===== config.mk =====
export PLATFORM = sky130hd
export DESIGN_NAME = four_way_plru_writeback_cache_tags
export DESIGN_NICKNAME = d
export VERILOG_FILES = /design/src/sv/fwpc_pkg.sv /design/src/sv/four_way_plru_writeback_cache_tags.sv /design/src/sv/fwpc_ram.sv /design/src/sv/fwpc_lookup.sv
export SDC_FILE = /design/constraint.sdc
export NUM_CORES = 2
export LEC_CHECK = 0
export ABC_CLOCK_PERIOD_IN_PS = 8800
export BUFFER_PORTS_ARGS = -buffer_cell sky130_fd_sc_hd__buf_4
export CORE_MARGIN = 2
export CORE_UTILIZATION = 30
export CTS_CLUSTER_SIZE = 24
export DETAILED_ROUTE_END_ITERATION = 10
export HOLD_SLACK_MARGIN = 0.03
export SYNTH_ARGS = -nofsm -noshare
export SYNTH_HDL_FRONTEND = slang
export SYNTH_SLANG_ARGS = --single-unit
export TNS_END_PERCENT = 20

===== constraint.sdc =====
create_clock -name clk_i -period 8.8 [get_ports clk_i]
set_input_delay 1.32 -clock clk_i [delete_from_list [all_inputs] [get_ports clk_i]]
set_output_delay 1.32 -clock clk_i [all_outputs]
set_load 0.03 [all_outputs]

===== src/sv/fwpc_pkg.sv =====
// Shared types, constants and replacement tables for the four-way cache tag block.
package fwpc_pkg;

  localparam int unsigned SETS             = 32;
  localparam int unsigned LINE_OFFSET_BITS = 5;
  localparam int unsigned WAYS             = 4;
  localparam int unsigned ADDR_BITS        = 32;
  localparam int unsigned INDEX_BITS       = (SETS > 1) ? $clog2(SETS) : 1;
  localparam int unsigned TAG_BITS         = ADDR_BITS - LINE_OFFSET_BITS - INDEX_BITS;
  localparam int unsigned WAY_BITS         = 2;
  localparam int unsigned PLRU_BITS        = 3;
  localparam int unsigned COUNT_BITS       = 32;

  typedef logic [INDEX_BITS-1:0]           set_idx_t;
  typedef logic [TAG_BITS-1:0]             tag_t;
  typedef logic [WAYS-1:0][TAG_BITS-1:0]   tag_row_t;
  typedef logic [WAY_BITS-1:0]             way_t;

  // Per-set replacement and status bits, kept together in one memory row.
  typedef struct packed {
    logic [PLRU_BITS-1:0] plru;
    logic [WAYS-1:0]      dirty;
    logic [WAYS-1:0]      valid;
  } meta_t;

  localparam int unsigned META_BITS = $bits(meta_t);
  localparam int unsigned ROW_BITS  = $bits(tag_row_t);

  // Outcome of one lookup.
  typedef struct packed {
    logic hit;
    way_t way;
    logic write_back;
  } lookup_t;

  typedef enum logic [1:0] {
    ST_ACCEPT = 2'b01,
    ST_LOOKUP = 2'b10
  } state_e;

  localparam way_t VICTIM_OF_STATE [8] = '{
    2'd0, 2'd0, 2'd1, 2'd1, 2'd2, 2'd3, 2'd2, 2'd3
  };

  // Indexed by {current state, accessed way}.
  localparam logic [PLRU_BITS-1:0] PLRU_NEXT [32] = '{
    3'd6, 3'd4, 3'd1, 3'd0,
    3'd7, 3'd5, 3'd1, 3'd0,
    3'd6, 3'd4, 3'd3, 3'd2,
    3'd7, 3'd5, 3'd3, 3'd2,
    3'd6, 3'd4, 3'd1, 3'd0,
    3'd7, 3'd5, 3'd1, 3'd0,
    3'd6, 3'd4, 3'd3, 3'd2,
    3'd7, 3'd5, 3'd3, 3'd2
  };

endpackage


===== src/sv/four_way_plru_writeback_cache_tags.sv =====
// Flow: an accepted access reads the set's rows, then looks them up and registers its result.
//   A new access is taken only once that lookup is done; the read-modify-write of the set's
//   tag and status rows through the synchronous memories requires this.
// Reset: asynchronous, active low; clears counters, handshake state and the per-set
//   row-valid flags, so status rows read as zero until first written. No clearing pass.
module four_way_plru_writeback_cache_tags import fwpc_pkg::*; (
  input  logic                  clk_i,
  input  logic                  rst_ni,
  input  logic                  in_valid_i,
  output logic                  in_stall_o,
  input  logic [ADDR_BITS-1:0]  address_i,
  input  logic                  is_write_i,
  output logic                  out_valid_o,
  input  logic                  out_stall_i,
  output logic                  hit_o,
  output logic [WAY_BITS-1:0]   way_o,
  output logic                  write_back_o,
  output logic [COUNT_BITS-1:0] hit_total_o,
  output logic [COUNT_BITS-1:0] miss_total_o,
  output logic [COUNT_BITS-1:0] write_back_total_o
);

  state_e state_q, state_d;

  logic in_accept;
  logic in_lookup;

  // Set index: field above the line offset, folded into range when SETS is not a power of two.
  logic [INDEX_BITS-1:0] idx_field;
  logic [INDEX_BITS:0]   idx_wide;
  set_idx_t              in_set;
  tag_t                  in_tag;

  // Request held across the memory read.
  set_idx_t req_set_q;
  tag_t     req_tag_q;
  logic     req_wr_q;
  logic     meta_vld_q;

  // Per-set flag: status row has been written since reset.
  logic [SETS-1:0] meta_init_q;

  tag_row_t tags_rd;
  tag_row_t tags_wr;
  meta_t    meta_rd;
  meta_t    meta_cur;
  meta_t    meta_wr;
  lookup_t  res;

  logic [COUNT_BITS-1:0] hit_cnt_q, miss_cnt_q, evict_cnt_q;
  logic [COUNT_BITS-1:0] hit_cnt_d, miss_cnt_d, evict_cnt_d;

  logic                  out_valid_q, out_valid_d;
  logic                  hit_q;
  way_t                  way_q;
  logic                  wb_q;

  assign idx_field = address_i[LINE_OFFSET_BITS +: INDEX_BITS];
  assign idx_wide  = {1'b0, idx_field};
  assign in_set    = (idx_wide >= (INDEX_BITS+1)'(SETS))
                   ? INDEX_BITS'(idx_wide - (INDEX_BITS+1)'(SETS))
                   : idx_field;
  assign in_tag    = address_i[ADDR_BITS-1 -: TAG_BITS];

  assign in_lookup  = (state_q == ST_LOOKUP);
  // Hold input during the lookup cycle, or while a result is held by the consumer.
  assign in_stall_o = in_lookup || (out_valid_q && out_stall_i);
  assign in_accept  = in_valid_i && !in_stall_o;

  always_comb begin
    state_d = state_q;
    unique case (state_q)
      ST_ACCEPT: if (in_accept) state_d = ST_LOOKUP;
      ST_LOOKUP: state_d = ST_ACCEPT;
      default:   state_d = ST_ACCEPT;
    endcase
  end

  always_ff @(posedge clk_i or negedge rst_ni) begin
    if (!rst_ni) begin
      state_q <= ST_ACCEPT;
    end else begin
      state_q <= state_d;
    end
  end

  // Capture the request alongside the memory read.
  always_ff @(posedge clk_i) begin
    if (in_accept) begin
      req_set_q  <= in_set;
      req_tag_q  <= in_tag;
      req_wr_q   <= is_write_i;
      meta_vld_q <= meta_init_q[in_set];
    end
  end

  always_ff @(posedge clk_i or negedge rst_ni) begin
    if (!rst_ni) begin
      meta_init_q <= '0;
    end else if (in_lookup) begin
      meta_init_q[req_set_q] <= 1'b1;
    end
  end

  // Tag row: all four ways of a set side by side; rewritten only on a fill.
  fwpc_ram #(
    .WIDTH (ROW_BITS),
    .DEPTH (SETS)
  ) u_tag_ram (
    .clk_i   (clk_i),
    .we_i    (in_lookup && !res.hit),
    .waddr_i (req_set_q),
    .wdata_i (tags_wr),
    .re_i    (in_accept),
    .raddr_i (in_set),
    .rdata_o (tags_rd)
  );

  // Status row: PLRU, dirty and valid bits; rewritten on every access.
  fwpc_ram #(
    .WIDTH (META_BITS),
    .DEPTH (SETS)
  ) u_meta_ram (
    .clk_i   (clk_i),
    .we_i    (in_lookup),
    .waddr_i (req_set_q),
    .wdata_i (meta_wr),
    .re_i    (in_accept),
    .raddr_i (in_set),
    .rdata_o (meta_rd)
  );

  // A row never written since reset reads as all zero.
  assign meta_cur = meta_vld_q ? meta_rd : '0;

  fwpc_lookup u_lookup (
    .tag_i      (req_tag_q),
    .is_write_i (req_wr_q),
    .tags_i     (tags_rd),
    .meta_i     (meta_cur),
    .result_o   (res),
    .meta_o     (meta_wr),
    .tags_o     (tags_wr)
  );

  // Advance the running counters; they wrap.
  always_comb begin
    hit_cnt_d   = hit_cnt_q;
    miss_cnt_d  = miss_cnt_q;
    evict_cnt_d = evict_cnt_q;
    if (in_lookup) begin
      if (res.hit) begin
        hit_cnt_d = hit_cnt_q + 1'b1;
      end else begin
        miss_cnt_d = miss_cnt_q + 1'b1;
      end
      if (res.write_back) begin
        evict_cnt_d = evict_cnt_q + 1'b1;
      end
    end
  end

  always_ff @(posedge clk_i or negedge rst_ni) begin
    if (!rst_ni) begin
      hit_cnt_q   <= '0;
      miss_cnt_q  <= '0;
      evict_cnt_q <= '0;
    end else begin
      hit_cnt_q   <= hit_cnt_d;
      miss_cnt_q  <= miss_cnt_d;
      evict_cnt_q <= evict_cnt_d;
    end
  end

  // Output register: load at lookup, drop once taken.
  always_comb begin
    out_valid_d = out_valid_q;
    if (in_lookup) begin
      out_valid_d = 1'b1;
    end else if (out_valid_q && !out_stall_i) begin
      out_valid_d = 1'b0;
    end
  end

  always_ff @(posedge clk_i or negedge rst_ni) begin
    if (!rst_ni) begin
      out_valid_q <= 1'b0;
    end else begin
      out_valid_q <= out_valid_d;
    end
  end

  always_ff @(posedge clk_i) begin
    if (in_lookup) begin
      hit_q <= res.hit;
      way_q <= res.way;
      wb_q  <= res.write_back;
    end
  end

  assign out_valid_o        = out_valid_q;
  assign hit_o              = hit_q;
  assign way_o              = way_q;
  assign write_back_o       = wb_q;
  // Counters only move in the lookup cycle, which also loads the result.
  assign hit_total_o        = hit_cnt_q;
  assign miss_total_o       = miss_cnt_q;
  assign write_back_total_o = evict_cnt_q;

endmodule


===== src/sv/fwpc_ram.sv =====
// Single-port-write, single-port-read synchronous RAM with registered read data.
module fwpc_ram #(
  parameter int unsigned WIDTH = 8,
  parameter int unsigned DEPTH = 32,
  localparam int unsigned AW   = (DEPTH > 1) ? $clog2(DEPTH) : 1
) (
  input  logic             clk_i,
  input  logic             we_i,
  input  logic [AW-1:0]    waddr_i,
  input  logic [WIDTH-1:0] wdata_i,
  input  logic             re_i,
  input  logic [AW-1:0]    raddr_i,
  output logic [WIDTH-1:0] rdata_o
);

  logic [WIDTH-1:0] mem [DEPTH];
  logic [WIDTH-1:0] rdata_q;

  always_ff @(posedge clk_i) begin
    if (we_i) begin
      mem[waddr_i] <= wdata_i;
    end
  end

  always_ff @(posedge clk_i) begin
    if (re_i) begin
      rdata_q <= mem[raddr_i];
    end
  end

  assign rdata_o = rdata_q;

endmodule


===== src/sv/fwpc_lookup.sv =====
// Tag compare, victim choice and status update for one set.
module fwpc_lookup import fwpc_pkg::*; (
  input  tag_t     tag_i,
  input  logic     is_write_i,
  input  tag_row_t tags_i,
  input  meta_t    meta_i,
  output lookup_t  result_o,
  output meta_t    meta_o,
  output tag_row_t tags_o
);

  logic hit_found;
  way_t hit_way;
  logic free_found;
  way_t free_way;
  way_t sel_way;
  logic evict_dirty;
  logic all_valid;

  // First valid way holding the tag, lowest way wins.
  always_comb begin
    hit_found = 1'b0;
    hit_way   = '0;
    for (int w = WAYS - 1; w >= 0; w--) begin
      if (meta_i.valid[w] && (tags_i[w] == tag_i)) begin
        hit_found = 1'b1;
        hit_way   = WAY_BITS'(w);
      end
    end
  end

  // Lowest invalid way.
  always_comb begin
    free_found = 1'b0;
    free_way   = '0;
    for (int w = WAYS - 1; w >= 0; w--) begin
      if (!meta_i.valid[w]) begin
        free_found = 1'b1;
        free_way   = WAY_BITS'(w);
      end
    end
  end

  assign all_valid = !free_found;

  always_comb begin
    priority if (hit_found) begin
      sel_way = hit_way;
    end else if (!all_valid) begin
      sel_way = free_way;
    end else begin
      sel_way = VICTIM_OF_STATE[meta_i.plru];
    end
  end

  assign evict_dirty = !hit_found && all_valid && meta_i.dirty[sel_way];

  always_comb begin
    meta_o = meta_i;
    tags_o = tags_i;
    if (!hit_found) begin
      meta_o.valid[sel_way] = 1'b1;
      meta_o.dirty[sel_way] = 1'b0;
      tags_o[sel_way]       = tag_i;
    end
    meta_o.plru = PLRU_NEXT[{meta_i.plru, sel_way}];
    if (is_write_i) begin
      meta_o.dirty[sel_way] = 1'b1;
    end
  end

  assign result_o.hit        = hit_found;
  assign result_o.way        = sel_way;
  assign result_o.write_back = evict_dirty;

endmodule


# --- Yosys cells after proc, flatten, opt, wreduce, memory -nomap -nowiden ---
# Memory sizes are Yosys's and may differ from the RTL's. A register that Yosys moved wholly into a read port is not among the register bits.
# Index checks and enable logic that the tools add are counted.
totals:
  inputBits: 37
  word_cells: 111
  output_inout_bits: 102
  ram_bits: 3168
  register_bits: 164
  memories: 4
  rom_bits: 112
op_classes:
  n_reduce_logical: 21
  addsub: 4
  order_cmp: 8
  n_eq_ne: 7
  muxes: 46
  bitwise_logic: 8
mem_list:
  columns: ["name", "depth", "word_bits", "rd", "rd_ports_with_merged_regs", "wr", "line_no", "text"]
  rows:
  - ["u_tag_ram.mem", 32, 88, 1, 1, 1, "fwpc_ram.sv:16", "logic [WIDTH-1:0] mem [DEPTH];"]
  - ["u_meta_ram.mem", 32, 11, 1, 1, 1, "fwpc_ram.sv:16", null]
  - ["(no name shown)", 32, 3, 1, 0, 0, "fwpc_lookup.sv:66", "meta_o.plru = PLRU_NEXT[{meta_i.plru, sel_way}];"]
  - ["(no name shown)", 8, 2, 1, 0, 0, "fwpc_lookup.sv:52", "sel_way = VICTIM_OF_STATE[meta_i.plru];"]
ops:
  columns: ["operator", "count"]
  rows:
  - ["$add 32x1->32 const B", 3]
  - ["$bwmux 88", 1]
  - ["$eq 22x22->1", 4]
  - ["$mux 88", 1]
  - ["$demux 22 s2", 1]
  - ["$or 32x32->32", 1]
  - ["$mux 2", 14]
  - ["$mux 22", 1]
  - ["$mux 1", 18]
  - ["$logic_and 1x1->1", 12]
  - ["$lt 5x6->1 const B", 2]
  - ["$mux 11", 1]
  - ["$mux 8", 1]
  - ["$or 4x4->4", 2]
  - ["$ge 5x6->1 const B", 1]
  - ["$ge 6x6->1 const B", 1]
  - ["$mux 3", 2]
  - ["$not 5->6", 1]
  - ["$reduce_and 2->1", 3]
  - ["$bmux 1 s5", 1]
  - ["$demux 1 s5", 1]
  - ["$ge 5x1->1 const B", 1]
  - ["$mux 5", 1]
  - ["$sub 5x1->5 const B", 1]
  - ["16 further kinds", 19]

# --- Depth between registers and ports, before layout ---
depth:
  depth_word: 16
  depth_mapped: 13
  ltp_nobuf: 10

# --- Modules after synthesis ---
# From an unflattened synthesis, not the netlist that was laid out.
unflattened:
  cells_unflattened: 6806
  area_unflattened_um2: 133665.7
modules_own_cells:
  columns: ["mod", "cells_per_inst", "n_inst", "area_each_um2", "seq_area_each_um2"]
  rows:
  - ["fwpc_ram at u_tag_ram", 5145, 1, 109699.0, 87203.6]
  - ["fwpc_ram at u_meta_ram", 801, 1, 14310.0, 10900.5]
  - ["four_way_plru_writeback_cache_tags", 534, 1, 6905.4, 4270.3]
  - ["fwpc_lookup", 326, 1, 2751.4, 0.0]

# --- Worst setup path before layout ---
# No wires, ideal clock.
synth_path:
  path_kind: "register -> register"
  startpoint: "reg req_tag_q[7]"
  endpoint: "mem u_tag_ram.mem[1][0] (netlist bit), enable pin"
  path_buffers: 4
  arrival_time_ps: 7895
  setup_ps: 642
  slack_ps: 263
  synth_period_minus_slack_ps: 8537
  required_ps: 8158
  path_stages_with_launch: 11
  cell_sequence: "edfxtp_1 > clkbuf_1 > xor2_1 > nor2_1 > nand4bb_1 > or2_1 > nand4_2 > buf_2 > clkbuf_1 > buf_2 > nor3_1"
synth_between:
  elab_chain_cells: 10
  elab_cells_between_ends: 16
  classes_between: "eq/ne: 4; mux: 6; reduce/logical: 6"
synth_lines:
  columns: ["item", "line_no", "text"]
  rows:
  - ["start, declared", "four_way_plru_writeback_cache_tags.sv:36", "tag_t req_tag_q;"]
  - ["start signal, assigned", "four_way_plru_writeback_cache_tags.sv:91", "req_tag_q <= in_tag;"]
  - ["$eq 22x22->1", "fwpc_lookup.sv:25", "if (meta_i.valid[w] && (tags_i[w] == tag_i)) begin"]
  - ["$logic_and 1x1->1", "fwpc_lookup.sv:25", null]
  - ["$mux 1 (3 in series)", "fwpc_lookup.sv:25", null]
  - ["$mux 1 (*)", "fwpc_lookup.sv:25", null]
  - ["$logic_not 1->1 (*)", "four_way_plru_writeback_cache_tags.sv:111", ".we_i (in_lookup && !res.hit),"]
  - ["$logic_and 1x1->1 (*)", "four_way_plru_writeback_cache_tags.sv:111", null]
  - ["$mux 1 (*)", "fwpc_ram.sv:20", "if (we_i) begin"]
  - ["$mux 1 (implied by the code) (*)", "fwpc_ram.sv:21", "mem[waddr_i] <= wdata_i;"]
  - ["end, declared", "fwpc_ram.sv:16", null]
# Every way passes the cells marked *; elsewhere a longest branch is shown, timed or not.

==> summary.md <==
The analysis attributes to cell leakage a power of 0.0474 uW. The final hold violation count is 0. The post-detailed-route wirelength per cell was 28.2 um; the die boundary height was 669 um. The pin count of the biggest net entering global routing is 144. The fraction of power spent switching nets works out to 22.7%.

Summing the sequential cell areas from Yosys gives 77.3% of the chip area. Leaving out fill and tap cells, the most frequent cell in the layout is edfxtp_1. The kind of cell adding the most delay to the critical path was simple AND/OR/NAND/NOR gates. The synthesized design contains 3300 enable-type register cells. The worst setup path is of the flop to flop kind. In this run the post-CTS setup repair buffer count came out at 0. The top cell type by area accounts for 74.8% of the synthesized area. The pin slew with the least headroom to its limit was 1.32 ns; the half-perimeter wire length of the detailed placement result was 163000 um.

The final critical-path share of the clock period is 68.0%, and the effective utilization at floorplan is 30.1%. Sequential cells account for 53.0% of the total power. The average instance in the mapped netlist occupies 23.9 sq um.

In this run the tool buffered the top-level ports with 133 buffer cells. The number of buffers inserted by hold repair at cts was 0. STA classifies the critical path startpoint as a flop. After synthesis, the netlist uses 64 different library cells. The first global-routing pass estimated 477000 um of wire. For the reg2reg setup slack, the log shows 2.81 ns. The later pin in the worst-skew pair is clocked with a latency of 0.96 ns. The remaining design rule violation count was 0.

Via count of the routed design: 61600. The run gives 14.8% as the combined global-route utilization of all metal layers. Maximum vdd drop: 0.161 mV. Of all nets on the critical path, the largest fanout is 38.

Type of destination of the critical path: a flop. The logs give 35900 uW for the power after layout and 3431 for the CTS sink count. Once layout is done, the placed cells without fillers occupy 153000 sq um. By instance count, the cell type seen most on the critical path is nand2_1. The run gives 0.781 as the global placement routability congestion. For the worst setup path, the data arrival time is 6.48 ns. Setup repair after global routing left no endpoint under its margin. The post-route netlist has 33.4% of its cells at a drive strength greater than 1. For the number of global-route vias before repair, the log shows 62100. The clock passes through at most 4 buffers.

Setup violations remaining at the end of the flow were counted as 0. Leaving out fill and tap cells, the most frequent cells in the layout are edfxtp_1, mux4_2, clkbuf_16, buf_4, mux2_2. After detailed routing, the total wire length is 340000 um. The relative slew slack is 12.1%, and the number of fill cells is 40200. The detailed-route vias per instance works out to 5.11. The area after detailed placement is 141000 sq um, and the area overhead of the layout relative to synthesis is 15.1%.

The post-route clock skew is 0.117 ns. The number of levels in the clock H-tree came out at 5. For the number of nets in the layout, the log shows 5902. The most instantiated flip-flop cell in the synthesis netlist is edfxtp_1.

The total congestion overflow is 0, and the accumulated negative setup slack is 0 ns. In this run the count of I/O pins placed on the die edge is 139. The clock network is responsible for 40.3% of the overall power. The run gives 5 as the detailed-router iteration count before antenna repair. The flow ran to the end, and the final reports show no timing, DRC or antenna violations. Sorting the synthesized cells by area gives the leading types as edfxtp_1, mux4_2, dfrtp_1. Reported net switching power: 8150 uW.

The count of nets left with antenna violations once routing finished came out at 0. The number of nets in the synthesized netlist is 5583. The required time of the critical path came out at 9.30 ns.

The die boundary width works out to 669 um. Area of the mapped netlist: 132000 sq um. The max-slew violation count is 0, and the async set-or-reset flop fraction in the synthesized netlist is 3.82%. The power per cell area works out to 235 nW/um^2.

The CTS buffer count was 347; the post-route minimum period was 5.99 ns. In the synthesized netlist, the number of instances is 5543. Site row count: 244.

Share of total power in combinational logic: 6.7%. Largest area contributor in the synthesized netlist: edfxtp_1. The classification of the worst-slack hold path is flop to flop. For this run, the number of Yosys warnings is 0. The peak per-stage delay on the critical path works out to 1.07 ns.

After the first detailed-routing iteration, the DRC count stood at 8292. After floorplanning, the core was sized to cover 441000 sq um. The slowest stage of the critical path is the a32o_1 cell. In this run, post-CTS repair resized a total of 0 instances.

The number of buffer and inverter instances along the worst setup path is 1. Clock tree synthesis selected as its root buffer the cell clkbuf_16. Maximum achievable frequency: 167 MHz. TritonCTS built the clock tree. The signal on the critical path passes through xnor2_1, nand4_1, nor4_1, nand2_1, nand2_1, a21oi_4, inv_2, nor2_1, nand2_2, a32o_1. For the design internal power, the log shows 27700 uW. The number of synthesized register bits came out at 3431. Clock-pin slew was measured on the worst setup and hold paths at 0.06 ns.

The number of antenna violations at the first check in global routing was 15; the overall die area was 447000 sq um. Across the run, the number of max-cap violations was 0.
stage by stage:
| stage | utilization (%) | hold WS, ns | cells | setup slack (ns) |
|---|---|---|---|---|
| floorplan | - | 0.422 | 5543 | 0.263 |
| global placement | 32.1 | 0.445 | 11400 | 3.12 |
| detailed placement | 32.1 | 0.447 | 11400 | 2.98 |
| CTS | 34.6 | 0.463 | 12000 | 2.87 |
| global route | 34.6 | 0.482 | 12000 | 2.64 |
| finish | 34.6 | 0.466 | 12100 | 2.81 |
final timing paths:
| kind | end | depth (start not counted) | from |
|---|---|---|---|
| worst min-delay path | meta_init_q[11] | 1 | meta_init_q[11] |
| worst max register to register | u_meta_ram.mem[15][6] | 10 | req_tag_q[19] |
| worst max-delay path | u_meta_ram.mem[15][6] | 10 | req_tag_q[19] |
| min in group asynchronous | hit_total_o[27] | 1 | rst_ni |
| worst min register to register | meta_init_q[11] | 1 | meta_init_q[11] |
| max in group asynchronous | meta_init_q[25] | 2 | rst_ni |
cell type report:
cell class | instances | area (sq um) | area share [%]
sequential | 3431 | 102000 | 67.1
multi-input combinational | 1801 | 29200 | 19.1
clock buffer | 423 | 9030 | 5.92
tap | 5904 | 7390 | 4.84
timing repair buffer | 264 | 2390 | 1.57
clock inverter | 207 | 2130 | 1.39
inverter | 17 | 63.8 | 0.0418
antenna | 3 | 7.51 | 0.00492
cell families (layout without fill, tap and decap cells):
| group | after synthesis | in the layout | share of synthesized area, % |
|---|---|---|---|
| flops | 3431 | 3431 | 77.3 |
| compound gates | 18 | 18 | 0.109 |
| buf+inv | 311 | 911 | 0.942 |
| fa+ha+maj | 3 | 3 | 0.0283 |
| other cells | 0 | 3 | 0 |
| mux | 1193 | 1193 | 18.6 |
| simple gates | 405 | 405 | 1.80 |
| xor+xnor | 182 | 182 | 1.20 |
power groups by stage:
| stage | logic, uW | registers (uW) | clock network, uW |
|---|---|---|---|
| floorplan | 1550 | 19200 | 0 |
| global placement | 2310 | 19300 | 0 |
| detailed placement | 2410 | 19300 | 0 |
| CTS | 2420 | 19000 | 14700 |
| global route | 2570 | 19000 | 15300 |
| finish | 2400 | 19000 | 14500 |
synthesized netlist by cell type (3+ instances only):
cell type and instances:
edfxtp_1 3300, mux4_2 1000, mux2_2 190, clkbuf_1 164, dfrtp_1 130, xor2_1 92, xnor2_1 90, buf_1 88
nand2_1 66, nor2_1 56, nand4_1 44, buf_2 37, nand3_1 37, nor3_1 35, and3_1 30, or2_2 28
nor4_1 25, nor4_2 18, inv_1 16, and4_1 10, nand2b_1 10, and2_1 5, buf_6 4, nor4b_1 4
or3_1 4, ha_1 3, nand3b_1 3, nand4b_1 3, nor3b_1 3, nor4bb_1 3, o21ai_0 3, or3b_2 3
or4_1 3
state kept, by name, summed over array words and instances, names as in the netlist, 2 cells and up:
register,flops
u_tag_ram.rdata_o,88
state_q,2
way_o,2
hit_total_o,32
write_back_total_o,32
meta_init_q,32
miss_total_o,32
u_tag_ram.mem,2816
u_meta_ram.rdata_o,11
req_set_q,5
req_tag_q,22
u_meta_ram.mem,352
per-layer routing:
layer | global-route usage (%) | vias up | part of all wire [%]
li1 | - | 24300 | -
met1 | 20.8 | 34000 | 41
met2 | 24.3 | 2732 | 49
met3 | 2.15 | 479 | 7.6
met4 | 3.51 | 4 | 2.2
met5 | 0 | - | 0.0079
Note: power is estimated with default switching activity, not from simulation.
